$ cat src/rtl/core/table_driven_fsm_engine_top_macros.svh
// Assertion macros shared by the table-driven state machine engine.
`ifndef TABLE_DRIVEN_FSM_ENGINE_TOP_MACROS_SVH
`define TABLE_DRIVEN_FSM_ENGINE_TOP_MACROS_SVH

// Check a property on every rising clock edge outside reset.
`define TDFSM_ASSERT(label, prop, msg) \
  label: assert property (@(posedge clk) disable iff (rst) (prop)) else $error(msg);

// Check that a condition never holds outside reset.
`define TDFSM_NEVER(label, cond, msg) \
  label: assert property (@(posedge clk) disable iff (rst) !(cond)) else $error(msg);

`endif

$ cat src/rtl/core/tdfsm_pkg.sv
// Types, constants and codes of the table-driven state machine engine.
package tdfsm_pkg;

  localparam int TABLE_DEPTH = 16;
  localparam int QUEUE_DEPTH = 16;
  localparam int TBL_AW      = $clog2(TABLE_DEPTH);
  localparam int QPTR_W      = $clog2(QUEUE_DEPTH);
  localparam int QLEN_W      = $clog2(QUEUE_DEPTH + 1);
  localparam int SCAN_W      = 5;
  localparam int CFG_IDX_W   = 2;
  localparam int CFG_DATA_W  = 5;

  // Configuration register indexes
  localparam logic [CFG_IDX_W-1:0] CFG_INITIAL_STATE  = 2'd0;
  localparam logic [CFG_IDX_W-1:0] CFG_QUEUE_SIZE     = 2'd1;
  localparam logic [CFG_IDX_W-1:0] CFG_ENTRIES_IN_USE = 2'd2;

  // Request operation codes
  localparam logic [2:0] MODE_POST    = 3'd0;
  localparam logic [2:0] MODE_STEP    = 3'd1;
  localparam logic [2:0] MODE_TIME    = 3'd2;
  localparam logic [2:0] MODE_LOAD    = 3'd3;
  localparam logic [2:0] MODE_RESTART = 3'd4;

  typedef struct packed {
    logic [2:0]  mode;
    logic [3:0]  event_code;
    logic [15:0] time_increment;
    logic [15:0] guard_bits;
    logic [15:0] decision_bits;
    logic [3:0]  load_index;
    logic [3:0]  load_from_state;
    logic [3:0]  load_event;
    logic [3:0]  load_next_state;
    logic [3:0]  load_alt_state;
    logic        load_has_alt;
  } req_t;

  typedef struct packed {
    logic [3:0]  state_now;
    logic        state_changed;
    logic        ran_do_action;
    logic        ran_exit_and_transition;
    logic        ran_entry_action;
    logic        entry_matched;
    logic [3:0]  matched_index;
    logic        event_taken;
    logic        event_dropped;
    logic [3:0]  queue_level;
    logic [15:0] time_in_state;
  } rsp_t;

  // One transition table entry
  typedef struct packed {
    logic [3:0] from_state;
    logic [3:0] event_code;
    logic [3:0] next_state;
    logic [3:0] alt_state;
    logic       has_alt;
  } tbl_entry_t;

  typedef struct packed {
    logic              we;
    logic [TBL_AW-1:0] index;
    tbl_entry_t        entry;
  } tbl_wr_t;

  typedef struct packed {
    logic       push;
    logic       pop;
    logic       clear;
    logic [3:0] data;
  } ring_cmd_t;

  typedef struct packed {
    logic       full;
    logic       empty;
    logic [3:0] level;
    logic [3:0] rdata;
  } ring_stat_t;

  typedef struct packed {
    logic       done;
    logic       hit;
    logic       fire;
    logic [3:0] index;
    logic [3:0] target;
  } scan_res_t;

  // Per-request flags gathered before the response is built
  typedef struct packed {
    logic       changed;
    logic       do_act;
    logic       exit_act;
    logic       entry_act;
    logic       matched;
    logic [3:0] index;
    logic       taken;
    logic       dropped;
  } flags_t;

endpackage

$ cat src/rtl/core/tdfsm_ring.sv
// Event ring queue: storage, head and tail pointers, fill level.
module tdfsm_ring import tdfsm_pkg::*; (
  input  logic              clk,
  input  logic              rst,
  input  logic [QLEN_W-1:0] len,
  input  ring_cmd_t         cmd,
  output ring_stat_t        stat
);

  logic [3:0]        mem [QUEUE_DEPTH];
  logic [3:0]        rdata;
  logic [QPTR_W-1:0] head;
  logic [QPTR_W-1:0] tail;
  logic [QPTR_W-1:0] tail_inc;
  logic [QPTR_W-1:0] head_inc;
  logic [QLEN_W-1:0] tail_p1;
  logic [QLEN_W-1:0] head_p1;
  logic [QLEN_W-1:0] level_wide;

  // Advance pointers with wrap at the ring length in use
  always_comb begin
    tail_p1  = QLEN_W'(tail) + QLEN_W'(1);
    head_p1  = QLEN_W'(head) + QLEN_W'(1);
    tail_inc = (tail_p1 >= len) ? '0 : tail_p1[QPTR_W-1:0];
    head_inc = (head_p1 >= len) ? '0 : head_p1[QPTR_W-1:0];
    if (tail >= head) begin
      level_wide = QLEN_W'(tail) - QLEN_W'(head);
    end else begin
      level_wide = QLEN_W'(tail) + len - QLEN_W'(head);
    end
  end

  assign stat.full  = (tail_inc == head);
  assign stat.empty = (tail == head);
  assign stat.level = level_wide[3:0];
  assign stat.rdata = rdata;

  // Update pointers; clear wins over push and pop
  always_ff @(posedge clk) begin
    if (rst || cmd.clear) begin
      head <= '0;
      tail <= '0;
    end else begin
      if (cmd.push) begin
        tail <= tail_inc;
      end
      if (cmd.pop) begin
        head <= head_inc;
      end
    end
  end

  // Write at tail, read at head into a register
  always_ff @(posedge clk) begin
    if (cmd.push && !cmd.clear) begin
      mem[tail] <= cmd.data;
    end
    rdata <= mem[head];
  end

endmodule

$ cat src/rtl/core/tdfsm_scan.sv
// Transition table memory and the entry-by-entry match unit.
module tdfsm_scan import tdfsm_pkg::*; (
  input  logic              clk,
  input  logic              rst,
  input  tbl_wr_t           wr,
  input  logic              start,
  input  logic              run,
  input  logic [3:0]        ev_in,
  input  logic [3:0]        cur_state,
  input  logic [SCAN_W-1:0] limit,
  input  logic [15:0]       guard_bits,
  input  logic [15:0]       decision_bits,
  output scan_res_t         res
);

  tbl_entry_t        mem [TABLE_DEPTH];
  tbl_entry_t        tbl_q;
  logic [SCAN_W-1:0] idx;
  logic [SCAN_W-1:0] idx_p1;
  logic [TBL_AW-1:0] raddr;
  logic [3:0]        ev;
  logic              in_range;
  logic              hit;

  assign idx_p1 = idx + SCAN_W'(1);
  assign raddr  = start ? '0 : idx_p1[TBL_AW-1:0];

  // Compare the entry under the counter with state and event
  assign in_range = (idx < limit);
  assign hit      = in_range && (tbl_q.from_state == cur_state) && (tbl_q.event_code == ev);

  assign res.done   = run && (!in_range || hit);
  assign res.hit    = hit;
  assign res.index  = idx[3:0];
  assign res.fire   = guard_bits[idx[3:0]];
  assign res.target = (tbl_q.has_alt && !decision_bits[idx[3:0]]) ? tbl_q.alt_state
                                                                  : tbl_q.next_state;

  // Write entries and read the next one to compare
  always_ff @(posedge clk) begin
    if (wr.we) begin
      mem[wr.index] <= wr.entry;
    end
    tbl_q <= mem[raddr];
  end

  // Hold the event and step the entry counter
  always_ff @(posedge clk) begin
    if (rst) begin
      idx <= '0;
    end else if (start) begin
      idx <= '0;
    end else if (run && !res.done) begin
      idx <= idx_p1;
    end
  end

  always_ff @(posedge clk) begin
    if (start) begin
      ev <= ev_in;
    end
  end

endmodule

$ cat src/rtl/core/table_driven_fsm_engine_top.sv
// Table-driven state machine engine: request sequencer, state, time and response register.
// Post, add time, load, restart and unused modes go via execute and finish to the result.
// A step on an empty queue does the same; else it pops an event, fetches the first entry and
// compares table entries in the single compare unit until one matches or the entries run out.
// One request in work at a time; a new one is taken while a result waits.
// Synchronous reset: state 0, time 0, queue empty, queue_size 16, no entries in use.
`include "table_driven_fsm_engine_top_macros.svh"

module table_driven_fsm_engine_top import tdfsm_pkg::*; (
  input  logic                  clk,
  input  logic                  rst,
  input  logic                  req_valid,
  output logic                  req_stall,
  input  req_t                  req_data,
  output logic                  rsp_valid,
  input  logic                  rsp_stall,
  output rsp_t                  rsp_data,
  input  logic                  cfg_we,
  input  logic [CFG_IDX_W-1:0]  cfg_index,
  input  logic [CFG_DATA_W-1:0] cfg_data
);

  typedef enum logic [4:0] {
    S_IDLE   = 5'b00001,
    S_EXEC   = 5'b00010,
    S_FETCH  = 5'b00100,
    S_SCAN   = 5'b01000,
    S_FINISH = 5'b10000
  } fsm_t;

  fsm_t              state;
  fsm_t              state_next;
  req_t              item;
  flags_t            flags;
  flags_t            flags_next;
  logic [3:0]        cur_state;
  logic [3:0]        cur_state_next;
  logic [15:0]       ticks;
  logic [15:0]       ticks_next;
  logic [3:0]        initial_state;
  logic [4:0]        queue_size;
  logic [4:0]        entries_in_use;
  logic [QLEN_W-1:0] len;
  logic [SCAN_W-1:0] limit;
  logic              out_free;
  ring_cmd_t         ring_cmd;
  ring_stat_t        ring_stat;
  tbl_wr_t           tbl_wr;
  scan_res_t         scan_res;

  assign req_stall = (state != S_IDLE);
  assign out_free  = !rsp_valid || !rsp_stall;

  // Clamp ring length and search count to the storage present
  always_comb begin
    if (queue_size < 5'd2) begin
      len = QLEN_W'(2);
    end else if (32'(queue_size) > QUEUE_DEPTH) begin
      len = QLEN_W'(QUEUE_DEPTH);
    end else begin
      len = QLEN_W'(queue_size);
    end
    if (32'(entries_in_use) > TABLE_DEPTH) begin
      limit = SCAN_W'(TABLE_DEPTH);
    end else begin
      limit = SCAN_W'(entries_in_use);
    end
  end

  // Configuration registers
  always_ff @(posedge clk) begin
    if (rst) begin
      initial_state  <= '0;
      queue_size     <= 5'd16;
      entries_in_use <= '0;
    end else if (cfg_we) begin
      unique case (cfg_index)
        CFG_INITIAL_STATE:  initial_state  <= cfg_data[3:0];
        CFG_QUEUE_SIZE:     queue_size     <= cfg_data;
        CFG_ENTRIES_IN_USE: entries_in_use <= cfg_data;
        default: ;
      endcase
    end
  end

  // Sequencer: decode the request, drive queue, table and compare unit
  always_comb begin
    state_next     = state;
    flags_next     = flags;
    cur_state_next = cur_state;
    ticks_next     = ticks;
    ring_cmd       = '0;
    ring_cmd.data  = item.event_code;
    ring_cmd.clear = cfg_we && (cfg_index == CFG_QUEUE_SIZE);
    tbl_wr         = '0;
    tbl_wr.index   = item.load_index[TBL_AW-1:0];
    tbl_wr.entry   = '{from_state: item.load_from_state, event_code: item.load_event,
                       next_state: item.load_next_state, alt_state: item.load_alt_state,
                       has_alt: item.load_has_alt};
    unique case (state)
      S_IDLE: begin
        if (req_valid) begin
          state_next = S_EXEC;
        end
      end
      S_EXEC: begin
        flags_next = '0;
        state_next = S_FINISH;
        case (item.mode)
          MODE_POST: begin
            if (ring_stat.full) begin
              flags_next.dropped = 1'b1;
            end else begin
              ring_cmd.push = 1'b1;
            end
          end
          MODE_STEP: begin
            if (ring_stat.empty) begin
              flags_next.do_act = 1'b1;
            end else begin
              ring_cmd.pop     = 1'b1;
              flags_next.taken = 1'b1;
              state_next       = S_FETCH;
            end
          end
          MODE_TIME: begin
            ticks_next = ticks + item.time_increment;
          end
          MODE_LOAD: begin
            tbl_wr.we = (32'(item.load_index) < TABLE_DEPTH);
          end
          MODE_RESTART: begin
            ring_cmd.clear       = 1'b1;
            cur_state_next       = initial_state;
            ticks_next           = '0;
            flags_next.entry_act = 1'b1;
          end
          default: ;
        endcase
      end
      S_FETCH: begin
        state_next = S_SCAN;
      end
      S_SCAN: begin
        if (scan_res.done) begin
          state_next = S_FINISH;
          if (scan_res.hit) begin
            flags_next.matched = 1'b1;
            flags_next.index   = scan_res.index;
            if (scan_res.fire) begin
              flags_next.exit_act  = 1'b1;
              flags_next.changed   = 1'b1;
              flags_next.entry_act = 1'b1;
              cur_state_next       = scan_res.target;
              ticks_next           = '0;
            end else begin
              flags_next.do_act = 1'b1;
            end
          end
        end
      end
      S_FINISH: begin
        if (out_free) begin
          state_next = S_IDLE;
        end
      end
      default: state_next = S_IDLE;
    endcase
  end

  // Control state and machine state
  always_ff @(posedge clk) begin
    if (rst) begin
      state     <= S_IDLE;
      cur_state <= '0;
      ticks     <= '0;
    end else begin
      state     <= state_next;
      cur_state <= cur_state_next;
      ticks     <= ticks_next;
    end
  end

  // Hold the accepted request and the gathered flags
  always_ff @(posedge clk) begin
    if (state == S_IDLE && req_valid) begin
      item <= req_data;
    end
    flags <= flags_next;
  end

  // Response register: load on finish, drop once taken
  always_ff @(posedge clk) begin
    if (rst) begin
      rsp_valid <= 1'b0;
    end else if (state == S_FINISH && out_free) begin
      rsp_valid <= 1'b1;
    end else if (!rsp_stall) begin
      rsp_valid <= 1'b0;
    end
  end

  always_ff @(posedge clk) begin
    if (state == S_FINISH && out_free) begin
      rsp_data <= '{state_now: cur_state, state_changed: flags.changed,
                    ran_do_action: flags.do_act, ran_exit_and_transition: flags.exit_act,
                    ran_entry_action: flags.entry_act, entry_matched: flags.matched,
                    matched_index: flags.index, event_taken: flags.taken,
                    event_dropped: flags.dropped, queue_level: ring_stat.level,
                    time_in_state: ticks};
    end
  end

  tdfsm_ring u_ring (
    .clk  (clk),
    .rst  (rst),
    .len  (len),
    .cmd  (ring_cmd),
    .stat (ring_stat)
  );

  tdfsm_scan u_scan (
    .clk           (clk),
    .rst           (rst),
    .wr            (tbl_wr),
    .start         (state == S_FETCH),
    .run           (state == S_SCAN),
    .ev_in         (ring_stat.rdata),
    .cur_state     (cur_state),
    .limit         (limit),
    .guard_bits    (item.guard_bits),
    .decision_bits (item.decision_bits),
    .res           (scan_res)
  );

  `TDFSM_ASSERT(a_rsp_after_finish, $rose(rsp_valid) |-> $past(state == S_FINISH), "response without finish")
  `TDFSM_ASSERT(a_scan_done_finish, (state == S_SCAN && scan_res.done) |=> (state == S_FINISH), "scan did not finish")
  `TDFSM_NEVER(a_push_full, ring_cmd.push && ring_stat.full, "push into full queue")
  `TDFSM_ASSERT(a_level_bound, {1'b0, ring_stat.level} < len, "queue level beyond ring length")

endmodule
$ cat config.mk
export PLATFORM = sky130hd
export DESIGN_NAME = table_driven_fsm_engine_top
export DESIGN_NICKNAME = d
export VERILOG_FILES = /design/src/rtl/core/tdfsm_pkg.sv /design/src/rtl/core/tdfsm_ring.sv /design/src/rtl/core/tdfsm_scan.sv /design/src/rtl/core/table_driven_fsm_engine_top.sv
export VERILOG_INCLUDE_DIRS = /design/src /design/src/rtl/core
export SDC_FILE = /design/constraint.sdc
export NUM_CORES = 1
export LEC_CHECK = 0
export BUFFER_PORTS_ARGS = -buffer_cell sky130_fd_sc_hd__buf_2
export CORE_UTILIZATION = 50
export DETAILED_ROUTE_END_ITERATION = 16
export GPL_TIMING_DRIVEN = 0
export HOLD_SLACK_MARGIN = 0.02
export PLACE_DENSITY = 0.63
export SETUP_SLACK_MARGIN = 0.4
export SLEW_MARGIN = 20
export SYNTH_ARGS = -nofsm -noshare
export SYNTH_HDL_FRONTEND = slang
export SYNTH_HIERARCHICAL = 1
export SYNTH_SLANG_ARGS = --single-unit
$ cat constraint.sdc
create_clock -name clk -period 5.6 [get_ports clk]
set_input_delay 0.84 -clock clk [delete_from_list [all_inputs] [get_ports clk]]
set_output_delay 0.84 -clock clk [all_outputs]
set_load 0.01 [all_outputs]
==> parameters.txt, run 1 <==
Parameter                              Value

Run status
  Result of the run    finished clean

Critical path
  Critical path class    reg -> reg
  End of the worst register-to-register path    u_ring/mem[11][2]$_DFFE_PP_
  Cells traversed along the worst timing path    ha_1 > xor2_1 > ha_1 > a21oi_1 > o21ai_0 > a31oi_1 > a21oi_1 > nor4b_2 > nand2_1 > nor3_1 > and2_1
  Number of cells on the worst reg-to-reg path    11
  Critical Path Start    u_ring/tail[1]$_SDFFE_PP0P_
  Crit path max-delay cell type    sky130_fd_sc_hd__nor4b_2
  Largest fanout of any net on the critical path    9
  R2R setup slack    1100 ps
  Critical path endpoint    u_ring/mem[11][2]$_DFFE_PP_
  Data required time at the worst endpoint    5910 ps
  Delay of the slowest cell on the worst path    770 ps
  Worst flop-to-flop path startpoint    u_ring/tail[1]$_SDFFE_PP0P_
  Kind of end point of the critical path    flip-flop
  Data arrival time of the critical path    4810 ps
  Crit path launch type    flip-flop

Clocking
  Library cell used as clock root buffer    sky130_fd_sc_hd__clkbuf_16
  Number of buffers on the longest clock path    3
  H-tree depth    2
  Clock tree from TritonCTS    yes
  CTS-repair resized insts    0
  Post-CTS Setup Inserts    0
  Clock transition at path regs    70 ps
  Number of clock sinks    534
  Num CTS Buffers    54
  Number of hold buffers added after CTS    0
  Clock latency on the worst-skew pair    620 ps

Synth
  Number of synthesized register bits    534
  Top-area cell type share of the netlist area    62.8%
  Count of flip-flops with a built-in enable after synthesis    460
  Post-synthesis cell count    1433
  Post-synth top flop    sky130_fd_sc_hd__edfxtp_1
  Post-Syn Nets    1568
  FFs w/ async S/R, synth    0%
  Cell type with the largest total area after synthesis    sky130_fd_sc_hd__edfxtp_1
  Post-synthesis average cell area    15.3 um2
  Number of warning messages in the yosys log    6
  Cell variety after synth    78
  Post-synthesis instance area    0.0220 mm2
  Sequential cell area fraction in the yosys report    69.5%
  Top cells by area, synth    sky130_fd_sc_hd__edfxtp_1, sky130_fd_sc_hd__dfxtp_1, sky130_fd_sc_hd__mux2i_1

Placement
  Number of buffer cells added on primary ports    124
  Final weighted congestion of routability-driven global placement    0.862
  HPWL after DPL    34.9 mm
  Setup slack after placement    1180 ps

Global route
  Global-route wire length before repair    76.9 mm
  Initial antenna violation count    0
  Via count of the first global-routing pass    13100
  Global-route congestion overflow total    0
  Largest net degree at the start of global routing    24
  GR Util All Layers    23.1%

STA
  RSZ-0062 raised after global routing    false
  Portion of the clock cycle consumed by the worst path in the final layout    80.3%
  Sum of negative setup slack    0 ps
  Remaining max-slew budget at the tightest pin    26.9%
  WHS    386 ps
  Clock tree skew after final layout    22.6 ps
  Setup WS post-layout    1100 ps
  Max-slew violations    0
  Slew at the pin with the worst max-slew slack    1090 ps
  Final hold viol count    0
  Max frequency    0.222 GHz
  Total setup violations reported at the end of the flow    0
  Minimum clock period after layout    4500 ps

Floorplan
  Total core area    0.0433 mm2
  Overall die width    212 um
  Die extent in y    212 um
  Ports    125
  Full die area    0.0448 mm2
  FP Rows    76
  Initial cell density of the core    50.8%

Cells and area
  Most frequent cells in the layout    sky130_fd_sc_hd__edfxtp_1, sky130_fd_sc_hd__buf_2, sky130_fd_sc_hd__nor2_1
  Commonest non-fill, non-tap cell in the layout    sky130_fd_sc_hd__edfxtp_1
  Post-layout utilization of the core    59.0%
  Share of post-route cells with drive strength above 1    21.4%
  # fillers    3343
  Total Nets Final    1764
  Number of antenna diodes    0
  Area growth syn-to-layout    16.0%

Pwr
  Maximum ir drop on the vdd rail    0.000249 V
  Total power of the final layout    9.05 mW
  Leak    8.63 nW
  Power density cells    354 mW/mm2

Min path
  Type of the tightest min-delay check    in -> reg

Route
  Average detailed-routed wire length per instance    22.6 um
  Drt drc    0
  Vias after detailed routing    13100
  Via-per-instance ratio    5.80
  Count of routing violations after the opening detailed-route iteration    1123
  Final antenna-violating net count    0
  Detailed-routing iteration count for the pre-antenna-repair pass    5
  Total wirelength of the detailed-routed design    51.1 mm

Job
  Number of max-capacitance violations reported    0
-- worst min path at each step --
stage / cells after the start / slack [ps] / from / end
4_1_cts: 1 / 360 / req_data[4] / item[4]$_DFFE_PP_
6_report: 1 / 390 / req_data[20] / item[20]$_DFFE_PP_
3_5_place_dp: 0 / 390 / u_ring/rdata[0]$_DFF_P_ / u_scan/ev[0]$_DFFE_PP_
3_3_place_gp: 0 / 390 / u_ring/rdata[0]$_DFF_P_ / u_scan/ev[0]$_DFFE_PP_
5_1_grt: 1 / 360 / req_data[35] / item[35]$_DFFE_PP_
2_1_floorplan: 0 / 390 / u_ring/rdata[0]$_DFF_P_ / u_scan/ev[0]$_DFFE_PP_
-- sequential cells by signal, summed over array words and instances (netlist names) --
name            count
u_scan/idx          5
entries_in_use      5
state               5
rsp_data           34
item               76
flags              10
queue_size          5
rsp_valid           1
u_ring/rdata        4
u_scan/tbl_q       17
u_scan/mem        272
u_ring/head         4
u_ring/tail         4
cur_state           4
u_scan/ev           4
initial_state       4
ticks              16
u_ring/mem         64
-- Yosys cell counts (6+ instances only) --
library cell and instances:
sky130_fd_sc_hd__a22o_1 7, sky130_fd_sc_hd__a311oi_1 7, sky130_fd_sc_hd__o221ai_1 65, sky130_fd_sc_hd__nor3_2 7, sky130_fd_sc_hd__nor3_1 30, sky130_fd_sc_hd__nand3b_1 8
sky130_fd_sc_hd__mux2i_1 74, sky130_fd_sc_hd__and2_1 22, sky130_fd_sc_hd__dfxtp_1 74, sky130_fd_sc_hd__nand2b_1 13, sky130_fd_sc_hd__edfxtp_1 460, sky130_fd_sc_hd__inv_1 35
sky130_fd_sc_hd__clkbuf_1 33, sky130_fd_sc_hd__xnor2_1 12, sky130_fd_sc_hd__ha_1 42, sky130_fd_sc_hd__mux4_2 32, sky130_fd_sc_hd__a21o_1 6, sky130_fd_sc_hd__nor2b_1 27
sky130_fd_sc_hd__nand2_1 53, sky130_fd_sc_hd__a31oi_1 37, sky130_fd_sc_hd__buf_2 22, sky130_fd_sc_hd__buf_4 11, sky130_fd_sc_hd__a221oi_1 9, sky130_fd_sc_hd__nand3_1 28
sky130_fd_sc_hd__o21ai_0 20, sky130_fd_sc_hd__nor4_1 8, sky130_fd_sc_hd__o221a_2 8, sky130_fd_sc_hd__nor2_1 90, sky130_fd_sc_hd__a21oi_1 60, sky130_fd_sc_hd__xor2_1 20
sky130_fd_sc_hd__o221a_1 8
-- layer usage --
layer | vias to the layer above | global-route usage [%] | wire length (um)
li1 | 6023 | - | -
met1 | 6567 | 30.8 | 21800
met2 | 437 | 38.7 | 25000
met3 | 64 | 4.61 | 3310
met4 | 0 | 5.92 | 982
met5 | - | 0 | 0
-- logic make-up after synthesis --
| group | synth area share, % |
|---|---|
| buffers and inverters | 2.59 |
| muxes | 6.90 |
| xor gates and xnor gates | 1.50 |
| adders and majority gates | 2.84 |
| AOI/OAI and AO/OA | 8.87 |
| DFF | 69.5 |
| and+or+nand+nor | 7.75 |
-- per-stage QoR --
step / instance area [um2] / std cells
3_5_place_dp: 23700 / 2158
5_1_grt: 25500 / 2259
6_report: 25500 / 2259
2_1_floorplan: 22000 / 1433
3_3_place_gp: 23300 / 2142
4_1_cts: 25500 / 2259
-- critical path, delay by kind of cell, from the launching register on --
family                     cells  cell delay [ps]
adders and majority gates      2              740
AOI/OAI and AO/OA              4              970
and+or+nand+nor                4             1730
DFF                            1              490
xor gates and xnor gates       1              250
-- final cells by class --
class                      instances  area, um2  area share, %
timing repair buffer             140        847           3.32
inverter                          37        139          0.544
clock buffer                      73       1500           5.89
tap                              585        732           2.87
multi-input combinational        783       6230           24.4
buffer                            79        432           1.69
sequential                       534      15300           59.9
clock inverter                    28        339           1.33
-- power breakdown --
| part | switching, mW | internal (mW) |
|---|---|---|
| Sequential | 0.199 | 4.62 |
| Combinational | 0.320 | 0.205 |
| Clock | 1.53 | 2.18 |
| Total | 2.05 | 7.00 |
Power figures use the tool's default switching activity.
==> inputs of run 2 (changes only) <==
--- a/config.mk
+++ b/config.mk
@@ -11,7 +11,7 @@
 export DETAILED_ROUTE_END_ITERATION = 16
 export GPL_TIMING_DRIVEN = 0
 export HOLD_SLACK_MARGIN = 0.02
-export PLACE_DENSITY = 0.63
+export PLACE_DENSITY = 0.66
 export SETUP_SLACK_MARGIN = 0.4
 export SLEW_MARGIN = 20
 export SYNTH_ARGS = -nofsm -noshare
==> constraint.sdc (replaced) <==
create_clock -name clk -period 3.85 [get_ports clk]
set_input_delay 0.5775 -clock clk [delete_from_list [all_inputs] [get_ports clk]]
set_output_delay 0.5775 -clock clk [all_outputs]
set_load 0.01 [all_outputs]
==> run 2 against run 1 <==
Combinational power increased by 49%. Wire length fell by 2.4%. Core utilization is 0.14 points lower. Final cell count is essentially flat. Worst setup slack worse by 520 ps. Hold slack got worse by 230 ps. Die area is the same. Via count about the same. Maximum frequency is 37% higher. Cell area shrank 0.23%. Sequential power increased by 46%. Critical endpoint is now u_scan/mem[4][12]$_DFFE_PP_. Largest cell class unchanged.
==> parameters.txt, run 2 (same netlist as run 1, synthesis figures left out) <==
Parameter                              Value

Floorplan
  Ports    125
  Initial cell density of the core    50.8%
  Full die area    0.0448 mm2
  Overall die width    212 um
  FP Rows    76
  Die extent in y    212 um
  Total core area    0.0433 mm2

Cells and area
  Number of antenna diodes    0
  Flip-flop count of the largest register, all copies and words added    272
  Most frequent cells in the layout    sky130_fd_sc_hd__edfxtp_1, sky130_fd_sc_hd__buf_2, sky130_fd_sc_hd__nor2_1
  Area growth syn-to-layout    15.8%
  Total Nets Final    1768
  Cell Count, Final, Fillers Out    2261
  Commonest non-fill, non-tap cell in the layout    sky130_fd_sc_hd__edfxtp_1
  Regs by FF count    u_scan/mem x272, item x76, u_ring/mem x64
  Share of post-route cells with drive strength above 1    22.1%
  Most flop-heavy register    u_scan/mem

Job
  Number of max-capacitance violations reported    0

Placement
  Final weighted congestion of routability-driven global placement    0.855
  Setup slack after placement    -412 ps
  Number of buffer cells added on primary ports    124
  HPWL after DPL    34.6 mm
  Cell count after placement    2161

Pwr
  Power density cells    497 mW/mm2
  Leak    8.58 nW
  Maximum ir drop on the vdd rail    0.000391 V

STA
  Total setup violations reported at the end of the flow    0
  Final hold viol count    0
  Max frequency    0.306 GHz
  Sum of negative setup slack    0 ps
  Slew at the pin with the worst max-slew slack    1070 ps
  RSZ-0062 raised after global routing    false
  Max-slew violations    0
  Minimum clock period after layout    3270 ps
  Setup WS post-layout    577 ps
  Remaining max-slew budget at the tightest pin    28.3%
  Clock tree skew after final layout    12.3 ps
  Portion of the clock cycle consumed by the worst path in the final layout    85.0%

Route
  Final antenna-violating net count    0
  Via-per-instance ratio    5.79
  Total wirelength of the detailed-routed design    49.9 mm
  Count of routing violations after the opening detailed-route iteration    1068
  Drt drc    0
  Average detailed-routed wire length per instance    22.1 um
  Vias after detailed routing    13100
  Detailed-routing iteration count for the pre-antenna-repair pass    5

Critical path
  End of the worst register-to-register path    u_scan/mem[4][12]$_DFFE_PP_
  Crit path launch type    flip-flop
  Number of cells on the worst reg-to-reg path    6
  Critical path class    reg -> reg
  R2R setup slack    580 ps
  Data arrival time of the critical path    3570 ps
  Largest fanout of any net on the critical path    9
  Data required time at the worst endpoint    4150 ps
  Kind of end point of the critical path    flip-flop
  Critical Path Start    state[1]$_SDFFE_PP0P_
  Worst flop-to-flop path startpoint    state[1]$_SDFFE_PP0P_
  Critical path endpoint    u_scan/mem[4][12]$_DFFE_PP_

Clocking
  Number of hold buffers added after CTS    0
  Clock tree from TritonCTS    yes
  Num CTS Buffers    53
  Clock transition at path regs    60 ps
  Number of clock sinks    534
  H-tree depth    2
  Clock latency on the worst-skew pair    600 ps
  Library cell used as clock root buffer    sky130_fd_sc_hd__clkbuf_16
  Number of buffers on the longest clock path    3

Global route
  Largest net degree at the start of global routing    24
  Initial antenna violation count    0
  Via count of the first global-routing pass    13200
  Global-route wire length before repair    75.3 mm
  GR Util All Layers    22.5%
  Global-route congestion overflow total    0

Min path
  Type of the tightest min-delay check    in -> reg

Run status
  Result of the run    finished clean
run 2: area by class of cell:
cell class                 instances  area (um2)
buffer                            79         434
clock buffer                      67        1420
clock inverter                    31         209
fill                            3352       17800
inverter                          37         139
multi-input combinational        783        6320
sequential                       534       15300
tap                              585         732
timing repair buffer             145         908
run 2: metrics by stage:
| step | power, mW | area [um2] | hold slack (ps) | utilization [%] |
|---|---|---|---|---|
| 2_1_floorplan | 7.49 | 22000 | 386 | - |
| 3_3_place_gp | 7.80 | 23400 | 392 | 54.0 |
| 3_5_place_dp | 7.91 | 23700 | 396 | 54.8 |
| 4_1_cts | 12.8 | 25400 | 122 | 58.7 |
| 5_1_grt | 13.1 | 25500 | 127 | 58.8 |
| 6_report | 12.6 | 25500 | 152 | 58.8 |
run 2: repair_timing:
action | in CTS | in global routing
setup endpoints to repair | 102 | 96
gates resized for setup | 12 | 11
buffers inserted | 1 | 1
pin swaps | 2 | 1
run 2: power by group:
| group | total (mW) | switching (mW) | internal [mW] |
|---|---|---|---|
| Clock | 4.85 | 2.11 | 2.73 |
| Combinational | 0.782 | 0.469 | 0.312 |
| Sequential | 7.02 | 0.296 | 6.72 |
run 2: how the worst min path moves through the flow:
stage / startpoint / end / slack [ps] / cells after the start
final: req_data[16] / item[16]$_DFFE_PP_ / 150 / 1
after floorplan: u_ring/rdata[0]$_DFF_P_ / u_scan/ev[0]$_DFFE_PP_ / 390 / 0
after CTS: req_data[17] / item[17]$_DFFE_PP_ / 120 / 1
after global routing: req_data[18] / item[18]$_DFFE_PP_ / 130 / 1
after detailed placement: u_ring/rdata[3]$_DFF_P_ / u_scan/ev[3]$_DFFE_PP_ / 400 / 0
after global placement: u_ring/rdata[0]$_DFF_P_ / u_scan/ev[0]$_DFFE_PP_ / 390 / 0
run 2: per-layer routing:
metal	share of wire, %	vias up	GRT usage (%)
li1	-	6016	-
met3	6.7	90	3.93
met2	49	459	37.7
met5	0	-	0
met4	2.6	0	8.02
met1	42	6521	29.6
run 2: worst max-delay path, cell delays in order, from the launching register on:
cell	delay, ps
sky130_fd_sc_hd__dfxtp_1	450
sky130_fd_sc_hd__nor2b_2	240
sky130_fd_sc_hd__nand2_1	230
sky130_fd_sc_hd__nor3_2	630
sky130_fd_sc_hd__nand3b_1	430
sky130_fd_sc_hd__nor3_2	670
sky130_fd_sc_hd__buf_4	310
==> inputs of run 3 (changes only) <==
--- a/config.mk
+++ b/config.mk
@@ -7,11 +7,12 @@
 export NUM_CORES = 1
 export LEC_CHECK = 0
 export BUFFER_PORTS_ARGS = -buffer_cell sky130_fd_sc_hd__buf_2
+export CAP_MARGIN = 10
 export CORE_UTILIZATION = 50
 export DETAILED_ROUTE_END_ITERATION = 16
 export GPL_TIMING_DRIVEN = 0
 export HOLD_SLACK_MARGIN = 0.02
-export PLACE_DENSITY = 0.66
+export PLACE_DENSITY = 0.63
 export SETUP_SLACK_MARGIN = 0.4
 export SLEW_MARGIN = 20
 export SYNTH_ARGS = -nofsm -noshare
==> constraint.sdc (replaced) <==
create_clock -name clk -period 3.1 [get_ports clk]
set_input_delay 0.465 -clock clk [delete_from_list [all_inputs] [get_ports clk]]
set_output_delay 0.465 -clock clk [all_outputs]
set_load 0.01 [all_outputs]
==> run 3 against run 2 <==
First-iteration DRC count is 4.2% higher. Critical path depth increased by 5. Hold slack worse by 110 ps. Sequential share of layout area decreased by 4.0 points. Power grew 30%. Flip-flop and latch count is the same. Critical endpoint is now u_ring/mem[0][2]$_DFFE_PP_.
==> parameters.txt, run 3 (same netlist as run 1, synthesis figures left out) <==
Parameter                              Value

STA
  Final hold viol count    0
  Slew at the pin with the worst max-slew slack    1100 ps
  Minimum clock period after layout    2770 ps
  Portion of the clock cycle consumed by the worst path in the final layout    89.2%
  Max-slew violations    0
  Total setup violations reported at the end of the flow    0
  Max frequency    0.361 GHz
  RSZ-0062 raised after global routing    true
  Clock tree skew after final layout    21.1 ps
  WHS    44.2 ps
  Remaining max-slew budget at the tightest pin    26.6%

Cells and area
  Flip-flop count of the largest register, all copies and words added    272
  Commonest non-fill, non-tap cell in the layout    sky130_fd_sc_hd__edfxtp_1
  Regs by FF count    u_scan/mem x272, item x76, u_ring/mem x64
  Area growth syn-to-layout    24.3%
  Cell Count, Final, Fillers Out    2370
  Most flop-heavy register    u_scan/mem
  # fillers    3132
  Most frequent cells in the layout    sky130_fd_sc_hd__edfxtp_1, sky130_fd_sc_hd__buf_2, sky130_fd_sc_hd__mux2i_1
  Post-layout utilization of the core    63.2%
  Share of post-route cells with drive strength above 1    28.6%
  Total Nets Final    1874

Job
  Number of max-capacitance violations reported    0

Placement
  Number of buffer cells added on primary ports    124
  Final weighted congestion of routability-driven global placement    0.844
  HPWL after DPL    34.8 mm
  Cell count after placement    2156

Clocking
  Clock latency on the worst-skew pair    610 ps
  Clock tree from TritonCTS    yes
  Num CTS Buffers    54
  Clock transition at path regs    60 ps
  H-tree depth    2
  Number of buffers on the longest clock path    3
  Library cell used as clock root buffer    sky130_fd_sc_hd__clkbuf_16
  Number of clock sinks    534

Floorplan
  Ports    125
  Overall die width    212 um
  FP Rows    76
  Total core area    0.0433 mm2
  Die extent in y    212 um
  Full die area    0.0448 mm2
  Initial cell density of the core    50.8%

Pwr
  Leak    9.32 nW
  Maximum ir drop on the vdd rail    0.000580 V
  Total power of the final layout    16.5 mW
  Power density cells    602 mW/mm2

Global route
  GR Util All Layers    23.8%
  Initial antenna violation count    0
  Global-route wire length before repair    79.9 mm
  Largest net degree at the start of global routing    30
  Via count of the first global-routing pass    13600
  Global-route congestion overflow total    0

Min path
  Launch point of the worst hold path    req_data[26]
  Sink of the worst hold path    item[26]$_DFFE_PP_
  Hold Path Depth    1
  Type of the tightest min-delay check    in -> reg

Route
  Via-per-instance ratio    5.74
  Routed wire length on met2    26.1 mm
  Final antenna-violating net count    0
  DR top layer    met4
  Metal1 wirelength    22.2 mm
  Met3 wire length    3.03 mm
  Total wirelength of the detailed-routed design    52.8 mm
  Count of routing violations after the opening detailed-route iteration    1113
  Vias after detailed routing    13600
  Average detailed-routed wire length per instance    22.3 um
  Detailed-routing iteration count for the pre-antenna-repair pass    5
  Drt drc    0

Critical path
  Data arrival time of the critical path    3070 ps
  Worst flop-to-flop path startpoint    u_ring/tail[0]$_SDFFE_PP0P_
  Data required time at the worst endpoint    3410 ps
  R2R setup slack    330 ps
  Largest fanout of any net on the critical path    4
  Number of cells on the worst reg-to-reg path    11
  Critical path class    reg -> reg
  End of the worst register-to-register path    u_ring/mem[0][2]$_DFFE_PP_
  Crit path launch type    flip-flop
  Kind of end point of the critical path    flip-flop

Run status
  Result of the run    finished clean
[run 3: changes by cell type in the layout (fill, tap and decap cells not counted), sizes merged]
cell,change
clkinv,-6
clkbuf,+8
diode,+1
dlygate4sd3,+58
inv,-2
bufinv,+5
buf,+45
[run 3: what timing repair did]
action | 4_1_cts | 5_1_grt
endpoints found under the setup margin | 392 | 272
resized for setup | 106 | 60
hold endpoints to repair | 58 | 0
cloned | 2 | 0
pin swaps | 42 | 32
buffers inserted | 34 | 18
hold buffers | 58 | 0
[run 3: metrics by stage]
stage | area, um2 | TNS (ps) | setup WS [ps]
2_1_floorplan | 22200 | 0 | 322
3_3_place_gp | 23500 | -291190 | -1280
3_5_place_dp | 23800 | -107670 | -550
4_1_cts | 27000 | 0 | 198
5_1_grt | 27300 | 0 | 226
6_report | 27300 | 0 | 334
[run 3: report_power, final]
part / internal (mW) / total (mW) / switching, mW
Clock: 3.89 / 6.57 / 2.68
Sequential: 8.35 / 8.72 / 0.371
Combinational: 0.503 / 1.18 / 0.672
Total: 12.7 / 16.5 / 3.72
[run 3: cell type report]
cell class                      instances  area [um2]  area share (%)
Sequential cell                       534       15300            56.0
Multi-Input combinational cell        783        6850            25.0
Timing Repair Buffer                  250        1990            7.27
Clock buffer                           73        1460            5.35
Tap cell                              585         732            2.68
Buffer                                 79         513            1.88
Clock inverter                         28         332            1.21
Inverter                               37         144           0.526
Antenna cell                            1        2.50         0.00915
[run 3: how the worst max path moves through the flow]
stage	from	to	slack, ps	depth (start not counted)
final	u_ring/tail[0]$_SDFFE_PP0P_	u_ring/mem[0][2]$_DFFE_PP_	330	11
after global routing	u_scan/ev[1]$_DFFE_PP_	ticks[6]$_SDFFE_PP0P_	230	13
after CTS	u_ring/tail[1]$_SDFFE_PP0P_	u_ring/mem[11][2]$_DFFE_PP_	200	12
after detailed placement	state[1]$_SDFFE_PP0P_	u_scan/mem[0][9]$_DFFE_PP_	-550	5
after global placement	state[1]$_SDFFE_PP0P_	u_scan/mem[3][9]$_DFFE_PP_	-1280	5
after floorplan	state[1]$_SDFFE_PP0P_	u_scan/mem[1][0]$_DFFE_PP_	320	5
[run 3: metal layers]
| metal | vias up | GRT usage (%) |
|---|---|---|
| met5 | - | 0 |
| met4 | 0 | 8.65 |
| li1 | 6246 | - |
| met3 | 97 | 3.01 |
| met2 | 439 | 40.2 |
| met1 | 6824 | 31.8 |
[run 3: worst max-delay path: stages (launching register included)]
cell and delay (ps):
sky130_fd_sc_hd__dfxtp_4 370, sky130_fd_sc_hd__ha_4 180, sky130_fd_sc_hd__and3_1 210, sky130_fd_sc_hd__ha_4 230
sky130_fd_sc_hd__a21o_1 200, sky130_fd_sc_hd__a31oi_4 190, sky130_fd_sc_hd__a21oi_2 110, sky130_fd_sc_hd__nor4b_4 220
sky130_fd_sc_hd__buf_4 200, sky130_fd_sc_hd__nand2b_4 90, sky130_fd_sc_hd__nor3_4 250, sky130_fd_sc_hd__and2_4 220
